File: src/hw/rtl/arm_dp_pkg.sv
`timescale 1ns / 1ps
`default_nettype none
// ----------------------------------------------------------------------------
// arm_dp_pkg
// Shared types and constants for the data-processing ALU: stream widths,
// instruction field positions, ALU opcodes and barrel shifter types.
// ----------------------------------------------------------------------------
package arm_dp_pkg;

  // Stream word widths, padded to whole bytes.
  localparam int IN_TDATA_W  = 104;
  localparam int OUT_TDATA_W = 48;

  // ALU operation codes, instruction bits 24:21.
  typedef enum logic [3:0] {
    OP_AND = 4'h0,
    OP_EOR = 4'h1,
    OP_SUB = 4'h2,
    OP_RSB = 4'h3,
    OP_ADD = 4'h4,
    OP_ADC = 4'h5,
    OP_SBC = 4'h6,
    OP_RSC = 4'h7,
    OP_TST = 4'h8,
    OP_TEQ = 4'h9,
    OP_CMP = 4'hA,
    OP_CMN = 4'hB,
    OP_ORR = 4'hC,
    OP_MOV = 4'hD,
    OP_BIC = 4'hE,
    OP_MVN = 4'hF
  } alu_op_t;

  // Barrel shifter types, instruction bits 6:5.
  typedef enum logic [1:0] {
    SH_LSL = 2'd0,
    SH_LSR = 2'd1,
    SH_ASR = 2'd2,
    SH_ROR = 2'd3
  } shift_t;

  // Kept condition flags.
  typedef struct packed {
    logic n;
    logic z;
    logic c;
    logic v;
  } flags_t;

  // Shift amount that means "shift everything out".
  localparam logic [5:0] SHIFT_ALL = 6'd32;
  localparam logic [3:0] PC_INDEX  = 4'hF;

endpackage : arm_dp_pkg
`default_nettype wire

File: src/hw/rtl/arm_data_processing_alu.sv
`timescale 1ns / 1ps
`default_nettype none
// The result word is registered: it appears on m_axis in the cycle after its
// input word is accepted. Throughput: one instruction per cycle while m_axis
// takes each result; the only feedback is the NZCV register, which is updated
// in the same cycle an instruction is accepted. Reset (rst, synchronous, active
// high) clears the flags to zero and empties the output register.
// ----------------------------------------------------------------------------
// arm_data_processing_alu
// ARMv4 data-processing execute stage: operand 2 generation (rotated
// immediate or barrel shifter), 16-operation ALU and the NZCV flag register.
// ----------------------------------------------------------------------------
module arm_data_processing_alu (
  input  wire logic                               clk,
  input  wire logic                               rst,
  // Input word, from bit 0 up: instruction[31:0], first_operand[31:0],
  // shifted_register[31:0], shift_register_byte[7:0].
  input  wire logic                               s_axis_tvalid,
  output logic                                    s_axis_tready,
  input  wire logic [arm_dp_pkg::IN_TDATA_W-1:0]  s_axis_tdata,
  // Result word, from bit 0 up: result_value[31:0], write_enable,
  // dest_register[3:0], pc_written, flag_negative, flag_zero, flag_carry,
  // flag_overflow, then six zero bits.
  output logic                                    m_axis_tvalid,
  input  wire logic                               m_axis_tready,
  output logic [arm_dp_pkg::OUT_TDATA_W-1:0]      m_axis_tdata
);
  import arm_dp_pkg::*;

  // Unpacked input fields.
  logic [31:0] instruction;
  logic [31:0] first_operand;
  logic [31:0] shifted_register;
  logic [7:0]  shift_register_byte;

  assign instruction         = s_axis_tdata[31:0];
  assign first_operand       = s_axis_tdata[63:32];
  assign shifted_register    = s_axis_tdata[95:64];
  assign shift_register_byte = s_axis_tdata[103:96];

  // Flag register and output register.
  flags_t      flags;
  flags_t      flags_next;
  logic [31:0] out_result;
  logic        out_we;
  logic [3:0]  out_rd;
  logic        out_pc_written;
  flags_t      out_flags;

  // The output register can take a new word when it is empty or is being
  // drained in this cycle, so the input waits only while a result word is stalled.
  logic accept;
  assign s_axis_tready = !m_axis_tvalid || m_axis_tready;
  assign accept        = s_axis_tvalid && s_axis_tready;

  // --------------------------------------------------------------------------
  // Barrel shifter.  The amount is first reduced to a 0..32 shift plus a few
  // special cases: pass-through with the old carry, everything shifted out
  // with carry 0, and RRX.  Shifting a 33-bit word by 32 then yields the
  // "shift by exactly 32" carry for free.
  // --------------------------------------------------------------------------
  shift_t      sh_type;
  logic        reg_shift;
  logic [4:0]  imm_amt;
  logic [5:0]  sh_amt;
  logic [4:0]  ror_amt;
  logic        sh_pass;
  logic        sh_zero;
  logic        sh_rrx;
  logic [32:0] lsl_w;
  logic [32:0] lsr_w;
  logic [32:0] asr_w;
  logic [63:0] ror_w;
  logic [31:0] sh_value;
  logic        sh_carry;

  assign sh_type   = shift_t'(instruction[6:5]);
  assign reg_shift = instruction[4];
  assign imm_amt   = instruction[11:7];

  always_comb begin
    sh_amt  = 6'd0;
    ror_amt = 5'd0;
    sh_pass = 1'b0;
    sh_zero = 1'b0;
    sh_rrx  = 1'b0;
    if (reg_shift) begin
      // Amount from the bottom byte of Rs; zero passes Rm untouched.
      ror_amt = shift_register_byte[4:0];
      sh_pass = (shift_register_byte == 8'd0);
      unique case (sh_type)
        SH_LSL, SH_LSR: begin
          sh_zero = (shift_register_byte > 8'd32);
          sh_amt  = shift_register_byte[5:0];
        end
        SH_ASR: begin
          sh_amt = (shift_register_byte >= 8'd32) ? SHIFT_ALL : shift_register_byte[5:0];
        end
        SH_ROR: begin
        end
        default: begin
        end
      endcase
    end else begin
      // Amount from the instruction; zero has a special meaning per type.
      ror_amt = imm_amt;
      unique case (sh_type)
        SH_LSL: begin
          sh_pass = (imm_amt == 5'd0);
          sh_amt  = {1'b0, imm_amt};
        end
        SH_LSR, SH_ASR: begin
          sh_amt = (imm_amt == 5'd0) ? SHIFT_ALL : {1'b0, imm_amt};
        end
        SH_ROR: begin
          sh_rrx = (imm_amt == 5'd0);
        end
        default: begin
        end
      endcase
    end
  end

  always_comb begin
    lsl_w = {1'b0, shifted_register} << sh_amt;
    lsr_w = {shifted_register, 1'b0} >> sh_amt;
    asr_w = 33'($signed({shifted_register, 1'b0}) >>> sh_amt);
    ror_w = {shifted_register, shifted_register} >> ror_amt;
    case (sh_type)
      SH_LSL: begin
        sh_value = lsl_w[31:0];
        sh_carry = lsl_w[32];
      end
      SH_LSR: begin
        sh_value = lsr_w[32:1];
        sh_carry = lsr_w[0];
      end
      SH_ASR: begin
        sh_value = asr_w[32:1];
        sh_carry = asr_w[0];
      end
      default: begin
        // Rotate: the carry is the last bit rotated round, now in bit 31.
        sh_value = ror_w[31:0];
        sh_carry = ror_w[31];
      end
    endcase
    if (sh_pass) begin
      sh_value = shifted_register;
      sh_carry = flags.c;
    end else if (sh_zero) begin
      sh_value = 32'd0;
      sh_carry = 1'b0;
    end else if (sh_rrx) begin
      sh_value = {flags.c, shifted_register[31:1]};
      sh_carry = shifted_register[0];
    end
  end

  // --------------------------------------------------------------------------
  // Operand 2: rotated 8-bit immediate or shifter output.
  // --------------------------------------------------------------------------
  logic [4:0]  imm_rot;
  logic [63:0] imm_w;
  logic [31:0] op2;
  logic        op2_carry;

  assign imm_rot = {instruction[11:8], 1'b0};
  assign imm_w   = {24'd0, instruction[7:0], 24'd0, instruction[7:0]} >> imm_rot;

  always_comb begin
    if (instruction[25]) begin
      op2       = imm_w[31:0];
      op2_carry = (imm_rot == 5'd0) ? flags.c : imm_w[31];
    end else begin
      op2       = sh_value;
      op2_carry = sh_carry;
    end
  end

  // --------------------------------------------------------------------------
  // ALU: one 32-bit adder shared by all arithmetic operations, with the
  // operands swapped or inverted as each opcode needs.
  // --------------------------------------------------------------------------
  alu_op_t     opcode;
  logic [31:0] add_a;
  logic [31:0] add_b;
  logic        add_cin;
  logic [32:0] add_sum;
  logic        add_v;
  logic [31:0] alu_res;
  logic        arith;
  logic        writes;

  assign opcode = alu_op_t'(instruction[24:21]);

  always_comb begin
    add_a   = first_operand;
    add_b   = op2;
    add_cin = 1'b0;
    arith   = 1'b1;
    writes  = 1'b1;
    unique case (opcode)
      OP_SUB, OP_CMP: begin
        add_b   = ~op2;
        add_cin = 1'b1;
      end
      OP_RSB: begin
        add_a   = op2;
        add_b   = ~first_operand;
        add_cin = 1'b1;
      end
      OP_ADC: add_cin = flags.c;
      OP_SBC: begin
        add_b   = ~op2;
        add_cin = flags.c;
      end
      OP_RSC: begin
        add_a   = op2;
        add_b   = ~first_operand;
        add_cin = flags.c;
      end
      OP_ADD, OP_CMN: begin
      end
      default: arith = 1'b0;
    endcase
    if (opcode == OP_TST || opcode == OP_TEQ || opcode == OP_CMP || opcode == OP_CMN) begin
      writes = 1'b0;
    end
  end

  assign add_sum = {1'b0, add_a} + {1'b0, add_b} + {32'd0, add_cin};
  assign add_v   = ~(add_a[31] ^ add_b[31]) & (add_a[31] ^ add_sum[31]);

  always_comb begin
    case (opcode)
      OP_AND, OP_TST: alu_res = first_operand & op2;
      OP_EOR, OP_TEQ: alu_res = first_operand ^ op2;
      OP_ORR:         alu_res = first_operand | op2;
      OP_MOV:         alu_res = op2;
      OP_BIC:         alu_res = first_operand & ~op2;
      OP_MVN:         alu_res = ~op2;
      default:        alu_res = add_sum[31:0];
    endcase
  end

  // Flag update: only with S set; logical operations keep V and take C from
  // the operand 2 carry (rotated immediate or shifter).
  always_comb begin
    flags_next = flags;
    if (instruction[20]) begin
      flags_next.n = alu_res[31];
      flags_next.z = (alu_res == 32'd0);
      if (arith) begin
        flags_next.c = add_sum[32];
        flags_next.v = add_v;
      end else begin
        flags_next.c = op2_carry;
      end
    end
  end

  // --------------------------------------------------------------------------
  // Registers.
  // --------------------------------------------------------------------------
  always_ff @(posedge clk) begin
    if (rst) begin
      flags         <= '0;
      m_axis_tvalid <= 1'b0;
    end else begin
      if (accept) begin
        flags         <= flags_next;
        m_axis_tvalid <= 1'b1;
      end else if (m_axis_tready) begin
        m_axis_tvalid <= 1'b0;
      end
    end
  end

  always_ff @(posedge clk) begin
    if (accept) begin
      out_result     <= writes ? alu_res : 32'd0;
      out_we         <= writes;
      out_rd         <= writes ? instruction[15:12] : 4'd0;
      out_pc_written <= writes && (instruction[15:12] == PC_INDEX);
      out_flags      <= flags_next;
    end
  end

  assign m_axis_tdata = {6'd0, out_flags.v, out_flags.c, out_flags.z, out_flags.n,
                         out_pc_written, out_rd, out_we, out_result};

`ifndef NO_ASSERTIONS
  // A stalled result must hold the input off.
  a_stall_blocks_input: assert property (@(posedge clk) disable iff (rst)
    m_axis_tvalid && !m_axis_tready |-> !s_axis_tready)
    else $error("input accepted while result word stalled");

  // Every accepted instruction produces a result word in the next cycle.
  a_accept_gives_result: assert property (@(posedge clk) disable iff (rst)
    accept |=> m_axis_tvalid)
    else $error("accepted word produced no result");

  // The flag register only moves when an instruction is taken.
  a_flags_hold: assert property (@(posedge clk) disable iff (rst)
    !accept |=> $stable(flags))
    else $error("flags changed without an accepted instruction");

  // A PC write is always a real write to register 15.
  a_pc_write: assert property (@(posedge clk) disable iff (rst)
    m_axis_tvalid && out_pc_written |-> out_we && (out_rd == PC_INDEX))
    else $error("pc_written without a write to r15");
`endif

endmodule : arm_data_processing_alu
`default_nettype wire
File: config.mk
export PLATFORM = sky130hd
export DESIGN_NAME = arm_data_processing_alu
export DESIGN_NICKNAME = d
export VERILOG_FILES = /design/src/hw/rtl/arm_dp_pkg.sv /design/src/hw/rtl/arm_data_processing_alu.sv
export SDC_FILE = /design/constraint.sdc
export NUM_CORES = 1
export LEC_CHECK = 0
export BUFFER_PORTS_ARGS = -buffer_cell sky130_fd_sc_hd__buf_2
export CAP_MARGIN = 20
export CORE_MARGIN = 4
export CORE_UTILIZATION = 25
export DETAILED_ROUTE_END_ITERATION = 16
export PLACE_DENSITY = 0.42
export SLEW_MARGIN = 25
export SYNTH_ARGS = -nofsm -noshare
export SYNTH_HDL_FRONTEND = slang
export SYNTH_SLANG_ARGS = --single-unit
File: constraint.sdc
create_clock -name clk -period 7.16 [get_ports clk]
set_input_delay 0.716 -clock clk [delete_from_list [all_inputs] [get_ports clk]]
set_output_delay 0.716 -clock clk [all_outputs]
set_load 0.005 [all_outputs]
# Yosys cells after proc, flatten, opt, wreduce, memory -nomap -nowiden
# Index checks and enable logic that the tools add are counted.
dict set report totals {
  register_bits 47
  inputBits 108
  elab_cells 108
}
dict set report classes {
  add_sub_neg 2
  n_lt_le_gt_ge 2
  eq_ne 19
  n_shift 5
  muxes 34
  bitwise_logic 10
  n_reduce_logical 23
}
# op n
set ops {}
lappend ops {{32-bit one-hot mux with 6 select lines} 1}
lappend ops {{32-bit 2-to-1 mux} 5}
lappend ops {{32-bit one-hot mux with 3 select lines} 1}
lappend ops {{32-bit AND} 2}
lappend ops {{32-bit NOT} 2}
lappend ops {{32-bit one-hot mux with 2 select lines} 1}
lappend ops {{64-bit by 5-bit right shift with 32-bit output} 1}
lappend ops {{40-bit by 5-bit right shift with 32-bit output} 1}
lappend ops {{4-bit equality test (second input constant)} 9}
lappend ops {{32-bit by 32-bit adder with 33-bit output} 1}
lappend ops {{33-bit by 1-bit adder with 33-bit output} 1}
lappend ops {{32-bit by 6-bit << shifter with 33-bit output} 1}
lappend ops {{33-bit by 6-bit right shift with 33-bit output} 1}
lappend ops {{33-bit by 6-bit >>> shifter with 33-bit output} 1}
lappend ops {{32-bit zero test} 1}
lappend ops {{32-bit OR} 1}
lappend ops {{32-bit bitwise XOR} 1}
lappend ops {{6-bit one-hot mux with 2 select lines} 2}
lappend ops {{6-bit 2-to-1 mux} 3}
lappend ops {{1-bit 2-to-1 mux} 17}
lappend ops {{4-bit by 3-bit equality test with 1-bit output (second input constant)} 4}
lappend ops {{5-bit zero test} 2}
lappend ops {{2-bit OR reduction} 5}
lappend ops {{3-bit OR reduction} 3}
lappend ops {{21 further kinds} 28}

# Logic depth before layout (Yosys ltp)
# Gate-level depths: netlist of run 1.
dict set report logic_depth {
  ltp_word 18
  mapped_depth 34
}

# Worst setup path after synthesis of run 1
# No wires, ideal clock.
dict set report synth_path {
  path_kind {input port to flip-flop}
  startpoint {in s_axis_tdata[6] (netlist name)}
  endpoint {reg out_flags, in the netlist m_axis_tdata[40] (data pin)}
  setup_ns 0.260
  arrival_time_ns 7.350
  slack_ns -0.450
  cell_stages 33
  path_buffers 7
  path_cell_list {buf_2 inv_1 clkbuf_1 clkbuf_1 ha_1 clkbuf_1 or2_2 clkbuf_1 clkbuf_1 clkbuf_1 nand3_1 o211ai_1 o32a_1 a21oi_1 nor4_1 a211oi_2 mux2_2 a21oi_1 fa_1 inv_1 fa_1 a211o_1 a21oi_1 o21a_1 or4_1 a31oi_1 o21ai_0 o21bai_1 a21o_1 a21o_1 a211o_1 o311a_1 mux2_2}
}
# item line
set synth_rtl {}
lappend synth_rtl {{from (decl)} arm_data_processing_alu.sv:20} ;# input wire logic [arm_dp_pkg::IN_TDATA_W-1:0] s_axis_tdata,
lappend synth_rtl {{to (signal assigned)} arm_data_processing_alu.sv:286} ;# out_flags <= flags_next;
lappend synth_rtl {{to (decl)} arm_data_processing_alu.sv:48} ;# flags_t out_flags;

==> results of run 1 <==
worst max path at each step:
stage	slack, ns	cells after the start	endpoint	startpoint
floorplan	0.008	34	m_axis_tdata[39]	s_axis_tdata[6]
global placement	-1.14	32	m_axis_tdata[39]	s_axis_tdata[5]
finish	-0.15	32	m_axis_tdata[39]	s_axis_tdata[5]
global route	-0.33	31	m_axis_tdata[39]	s_axis_tdata[5]
detailed placement	-1.29	32	m_axis_tdata[39]	s_axis_tdata[5]
CTS	-0.02	33	m_axis_tdata[39]	s_axis_tdata[5]
logic make-up (layout without fill, tap and decap cells):
group	Yosys count	count (layout)
fa+ha+maj	70	70
mux	181	181
flops	47	47
other cells	1	8
compound gates	1028	1028
buf+inv	295	1184
xor+xnor	28	28
simple gates	741	741
report_power, final:
part / switching (mW) / internal, mW / leakage (nW)
Clock: 0.0972 / 0.164 / 0.0838
Combinational: 1.93 / 1.43 / 10.9
Sequential: 0.0117 / 0.350 / 0.456
Total: 2.04 / 1.95 / 11.5
synthesized netlist by cell type (all sizes together), types with 15 or more instances:
cell type	number
nor2b	19
clkbuf	144
o21ai	241
a221oi	24
o22ai	87
a22oi	32
nand3	86
nand2	226
mux2i	107
inv	73
buf	77
and3	21
mux4	23
nand4	20
and2	16
a211oi	48
nor2	219
edfxtp	42
o211ai	102
a21o	23
o22a	15
a21oi	161
o32ai	15
mux2	51
ha	68
o21a	24
o221ai	29
o2111ai	15
xnor2	15
a31oi	29
nor3	63
cell type report:
cell class | count | area [um^2] | share of cell area, %
inverter | 74 | 280 | 1.08
multi-input combinational | 2054 | 14700 | 56.6
antenna | 2 | 5.00 | 0.0192
timing repair buffer | 1102 | 8400 | 32.3
clock buffer | 5 | 125 | 0.481
clock inverter | 3 | 43.8 | 0.168
sequential | 47 | 1360 | 5.24
tap | 855 | 1070 | 4.11
layer usage:
metal	wire length (um)	part of all wire [%]	track usage [%]	vias to the layer above
li1	-	-	-	11100
met4	6150	4.4	12.9	4
met1	61200	44	53.4	12700
met3	14500	10	9.07	272
met5	34	0.024	0	-
met2	57300	41	55.8	1480
worst max-delay path, delay by kind of cell:
| family | cells | cell delay [ns] |
|---|---|---|
| compound gates | 12 | 2.63 |
| xor+xnor | 1 | 0.14 |
| fa+ha+maj | 2 | 0.46 |
| buf+inv | 11 | 1.52 |
| simple gates | 6 | 1.89 |
through the flow:
step / cells / util (%) / power [mW]
after floorplan: 2396 / - / 1.66
after global placement: 4081 / 38.0 / 3.43
after detailed placement: 4081 / 38.0 / 3.43
after CTS: 4125 / 39.6 / 3.83
after global routing: 4140 / 40.2 / 4.14
final: 4142 / 40.2 / 3.98
flip-flops by register name (all words and copies together) (netlist names):
register and count:
m_axis_tdata 4, out_result 32, out_we 1, flags 4, m_axis_tvalid 1, out_pc_written 1
out_rd 4
what timing repair did:
item,CTS,global route
buffers inserted,33,16
pin swaps,62,30
endpoints found under the setup margin,21,12
hold endpoints to repair,0,0
resized for setup,130,66
gates cloned,3,1
==> impl_metrics.ini, run 1 <==
[route]
ant_nets = 0
drc = 0
first_iter_violations = 3569
viasPerCell = 6.18
wirelength_um = 139000
num_vias = 25600
drt_pass1_iterations = 6
wl_per_cell_um = 33.6

[timing]
skew_ns = 0.00818
hold_violations = 0
setup_violations = 2
clock.fmax_mhz = 137
period_minus_slack_ns = 7.31
slew_violations = 0
slew_headroom_pct = 22.1
setup_tns_ns = -0.188
tightestPinTransition_ns = 1.16
finalWorstSetupSlack_ns = -0.148
rsz0062_at_grt = true
whs_ns = 0.508
finalCritPeriodShare_pct = 102

[critical_path]
timing.setup.critical_path_class = input pin to register
r2r_slack_ns = 2.48
end_kind = register
cp.required_ns = 7.28
cp_common_cell = buf_4
start_kind = input pin
r2r_start = flags[1]
critPathMaxFanout = 8
worst_r2r_path_depth = 19
critical_path.max_stage_delay_ns = 0.65
critPathArrivalTime_ns = 7.42
slowest_stage = a222oi_1
worst_r2r_endpoint = m_axis_tdata[39]

[cts]
cts_root_buffer = clkbuf_16
cts_sinks = 47
clk_pin_slew_ns = 0.06
clk_latency_ns = 0.29
htreeDepth = 2
cts_buffers = 5
cts_buffer_depth = 2
cts_tree = yes
cts_hold_buf = 0

[status]
violations = negative setup slack
status = finished with violations

[yosys]
synth_area_per_cell_um2 = 6.87
yosysSeqAreaShare_pct = 8.29
async_flop_share_pct = 0
muxShareOfSynthArea_pct = 13.2
ys_top_cells_by_area = edfxtp_1 (7.7%), o21ai_0 (7.1%), mux2i_1 (6.5%)
ys_types = 105
syn_area_um2 = 16400
synth_compound_area_share_pct = 43.2
yosys.area_share.simple_pct = 20.9
yosys_warnings = 0
yosysTopAreaCellShare_pct = 7.68
synth-edff-count = 42
synth_top_family_by_area = compound AO/OA/AOI/OAI gates
synth-seq-cells = 47
synth_largest_area_cell = edfxtp_1
postSynthCellCount = 2391
synthXorXnorAreaFrac_pct = 1.49
ys.flop_type = edfxtp_1
synthAdderAreaFrac_pct = 5.43

[die]
coreArea_um2 = 64700
dieHeight_um = 264
ios = 158
start_util_pct = 25.4
dieWidth_um = 264
fp-row-count = 93
die_area_um2 = 69800

[worst_hold_path]
min-delay-start = flags[2]
min_path_type = register to register
hold_depth = 2
hold_end = flags[2]

[global_routing]
grt.total_usage_pct = 37.7
grt_pass1_vias = 24300
grt_first_pass_wirelength_um = 191000
antenna_found_initial = 5
grt_max_degree = 69
grt_overflow = 0

[layout]
final_area_um2 = 26000
final_common_cell = buf_4
drive_gt1_share_pct = 41.3
fillers = 6977
area_growth_pct = 58.3
nets = 3462
final_cell_mix = buf_4 (920), nand2_1 (221), nor2_1 (207), o21ai_0 (202), a21oi_1 (148)

[pwr]
power_leakage_nw = 11.5
powerDensity_nw_per_um2 = 153
vdd_ir_drop_max_mv = 0.112

[placed_design]
gp_congestion = 1.06
numPortBuffers = 141
dpl-instance-area_um2 = 24600
post-place-ws_ns = -1.29
dp_hpwl_um = 116000

[run]
maxCapViolations = 0
(Power assumes the default switching activity.)
==> run 2: changes to the inputs <==
- ABC_AREA: default -> 1
==> run 2 against run 1 <==
The flow now finishes without violations. Via count decreased by 21%. Wire length shrank 43%. Register-to-register slack better by 0.39 ns. Critical path type unchanged. Largest power group unchanged. Highest routed layer is now met4.
==> impl_metrics.ini, run 2 <==
[cts]
cts_buffers = 5
cts_sinks = 47
cts_buffer_depth = 2
clk_latency_ns = 0.30
cts_root_buffer = clkbuf_16
cts_tree = yes
clk_pin_slew_ns = 0.07
htreeDepth = 2

[timing]
setup_tns_ns = 0
slew_headroom_pct = 30.3
finalCritPeriodShare_pct = 94.4
slew_violations = 0
hold_violations = 0
period_minus_slack_ns = 6.76
tightestPinTransition_ns = 1.04
setup_violations = 0
clock.fmax_mhz = 148
skew_ns = 0.00839

[global_routing]
grt_first_pass_wirelength_um = 114000
grt_overflow = 0
antenna_found_initial = 0
grt.total_usage_pct = 24.3
grt_max_degree = 83
grt_pass1_vias = 18700

[route]
first_iter_violations = 2027
wl_per_cell_um = 20.3
wirelength_um = 78800
viasPerCell = 5.23
num_vias = 20300
drc = 0
ant_nets = 0
drt_pass1_iterations = 6

[pwr]
power_leakage_nw = 9.46
vdd_ir_drop_max_mv = 0.0985
powerDensity_nw_per_um2 = 147

[yosys]
synth-seq-cells = 47
yosys_warnings = 0
yosysTopAreaCellShare_pct = 22.1
yosysMostFrequentCell = nand2_1
synth-edff-count = 42
ys.flop_type = edfxtp_1
ys_top_cells_by_area = nand2_1 (22%), nand3_1 (15%), o21ai_0 (13%)
synth_largest_area_cell = nand2_1
synth_commonest_cells = nand2_1 (845), nand3_1 (444), o21ai_0 (371)
async_flop_share_pct = 0
syn_area_um2 = 14400
postSynthCellCount = 2766
yosysSeqAreaShare_pct = 9.47
synth_area_per_cell_um2 = 5.20
ys_types = 57

[layout]
regMostFlops = out_result
area_growth_pct = 29.5
final_cell_mix = nand2_1 (834), nand3_1 (442), buf_4 (372), o21ai_0 (363), inv_1 (204)
largest_reg_flops = 32
final_common_cell = nand2_1
final_cells = 3883
antenna_cells = 0
drive_gt1_share_pct = 20.2
final_util_pct = 32.9
fillers = 6575
nets = 3304

[critical_path]
cp.required_ns = 7.21
critical_path.max_stage_delay_ns = 0.39
worst_r2r_path_depth = 26
critPathArrivalTime_ns = 6.81
slowest_stage = ha_1
end_kind = register
start_kind = input pin
critPathMaxFanout = 10
cp_common_cell = nand2_1
timing.setup.critical_path_class = input pin to register

[die]
fp-row-count = 87
ios = 158
dieHeight_um = 248
die_area_um2 = 61400
coreArea_um2 = 56600
dieWidth_um = 248
start_util_pct = 25.4

[placed_design]
placedCellCount = 3869
gp_congestion = 1.00
dp_hpwl_um = 65200
numPortBuffers = 141

[worst_hold_path]
hold_depth = 2
min_path_type = register to register

[status]
status = finished, final reports clean

[run]
maxCapViolations = 0
==> run 2: changes by cell type in the layout (fill, tap and decap cells not counted), sizes merged, moves of 85 or more <==
cell,change
buf,-573
inv,+149
mux2i,-101
nand2,+638
nand3,+359
o211ai,-88
o21ai,+182
o22ai,-85
==> run 2: through the flow <==
stage | hold WS, ns | instance area, um^2 | setup WS, ns | power (mW)
global route | 0.557 | 18600 | -0.0547 | 2.98
finish | 0.514 | 18600 | 0.404 | 2.74
detailed placement | 0.505 | 18300 | -0.225 | 2.43
CTS | 0.516 | 18400 | 0.0474 | 2.69
global placement | 0.494 | 18300 | -0.337 | 2.42
floorplan | 0.518 | 14400 | 1.13 | 1.52
==> run 2: cell type report <==
class,instances,area (um^2),area share [%]
inverters,225,860,4.62
flip-flops and latches,47,1360,7.31
well taps,756,946,5.08
clock inverters,3,27.5,0.148
clock buffers,5,125,0.672
multi-input cells,2318,11500,61.7
repair buffers,529,3810,20.5
==> run 2: critical path: cells and delay by family <==
kind | cells | cell delay [ns]
AND/OR/NAND/NOR | 27 | 2.88
AO/OA/AOI/OAI | 9 | 1.45
buffers and inverters | 8 | 1.16
adder cells (fa/ha/maj) | 2 | 0.58
==> run 2: metal layers <==
| metal | share of wire [%] | up-vias | track usage, % |
|---|---|---|---|
| met5 | 0 | - | 0 |
| met4 | 1.6 | 0 | 3.42 |
| met3 | 6.4 | 52 | 3.06 |
| met2 | 46 | 646 | 40.7 |
| met1 | 46 | 9611 | 34.1 |
| li1 | - | 10000 | - |
==> run 2: cell families after synthesis <==
group	synth area share (%)
xor+xnor	0.853
compound gates	25.9
fa+ha+maj	6.20
mux	0.418
other cells	0.0261
buf+inv	12.0
flops	9.47
simple gates	45.1
==> run 2: path summary, 6_finish.rpt <==
| check | endpoint | slack, ns | from |
|---|---|---|---|
| worst min register to register | m_axis_tvalid | 0.51 | m_axis_tvalid |
| worst max-delay path | m_axis_tdata[39] | 0.40 | s_axis_tdata[6] |
| worst min-delay path | m_axis_tvalid | 0.51 | m_axis_tvalid |
| worst max register to register | flags[2] | 2.87 | flags[1] |
==> run 2: report_power, final <==
group | switching [mW] | internal (mW) | total, mW
Combinational | 1.35 | 0.800 | 2.15
Sequential | 0.00988 | 0.345 | 0.355
Clock | 0.108 | 0.133 | 0.242
==> run 2: repair_timing <==
action / CTS / global route
buffers inserted: 0 / 4
hold buffers: 0 / 0
endpoints found under the setup margin: 0 / 10
resized for setup: 0 / 46
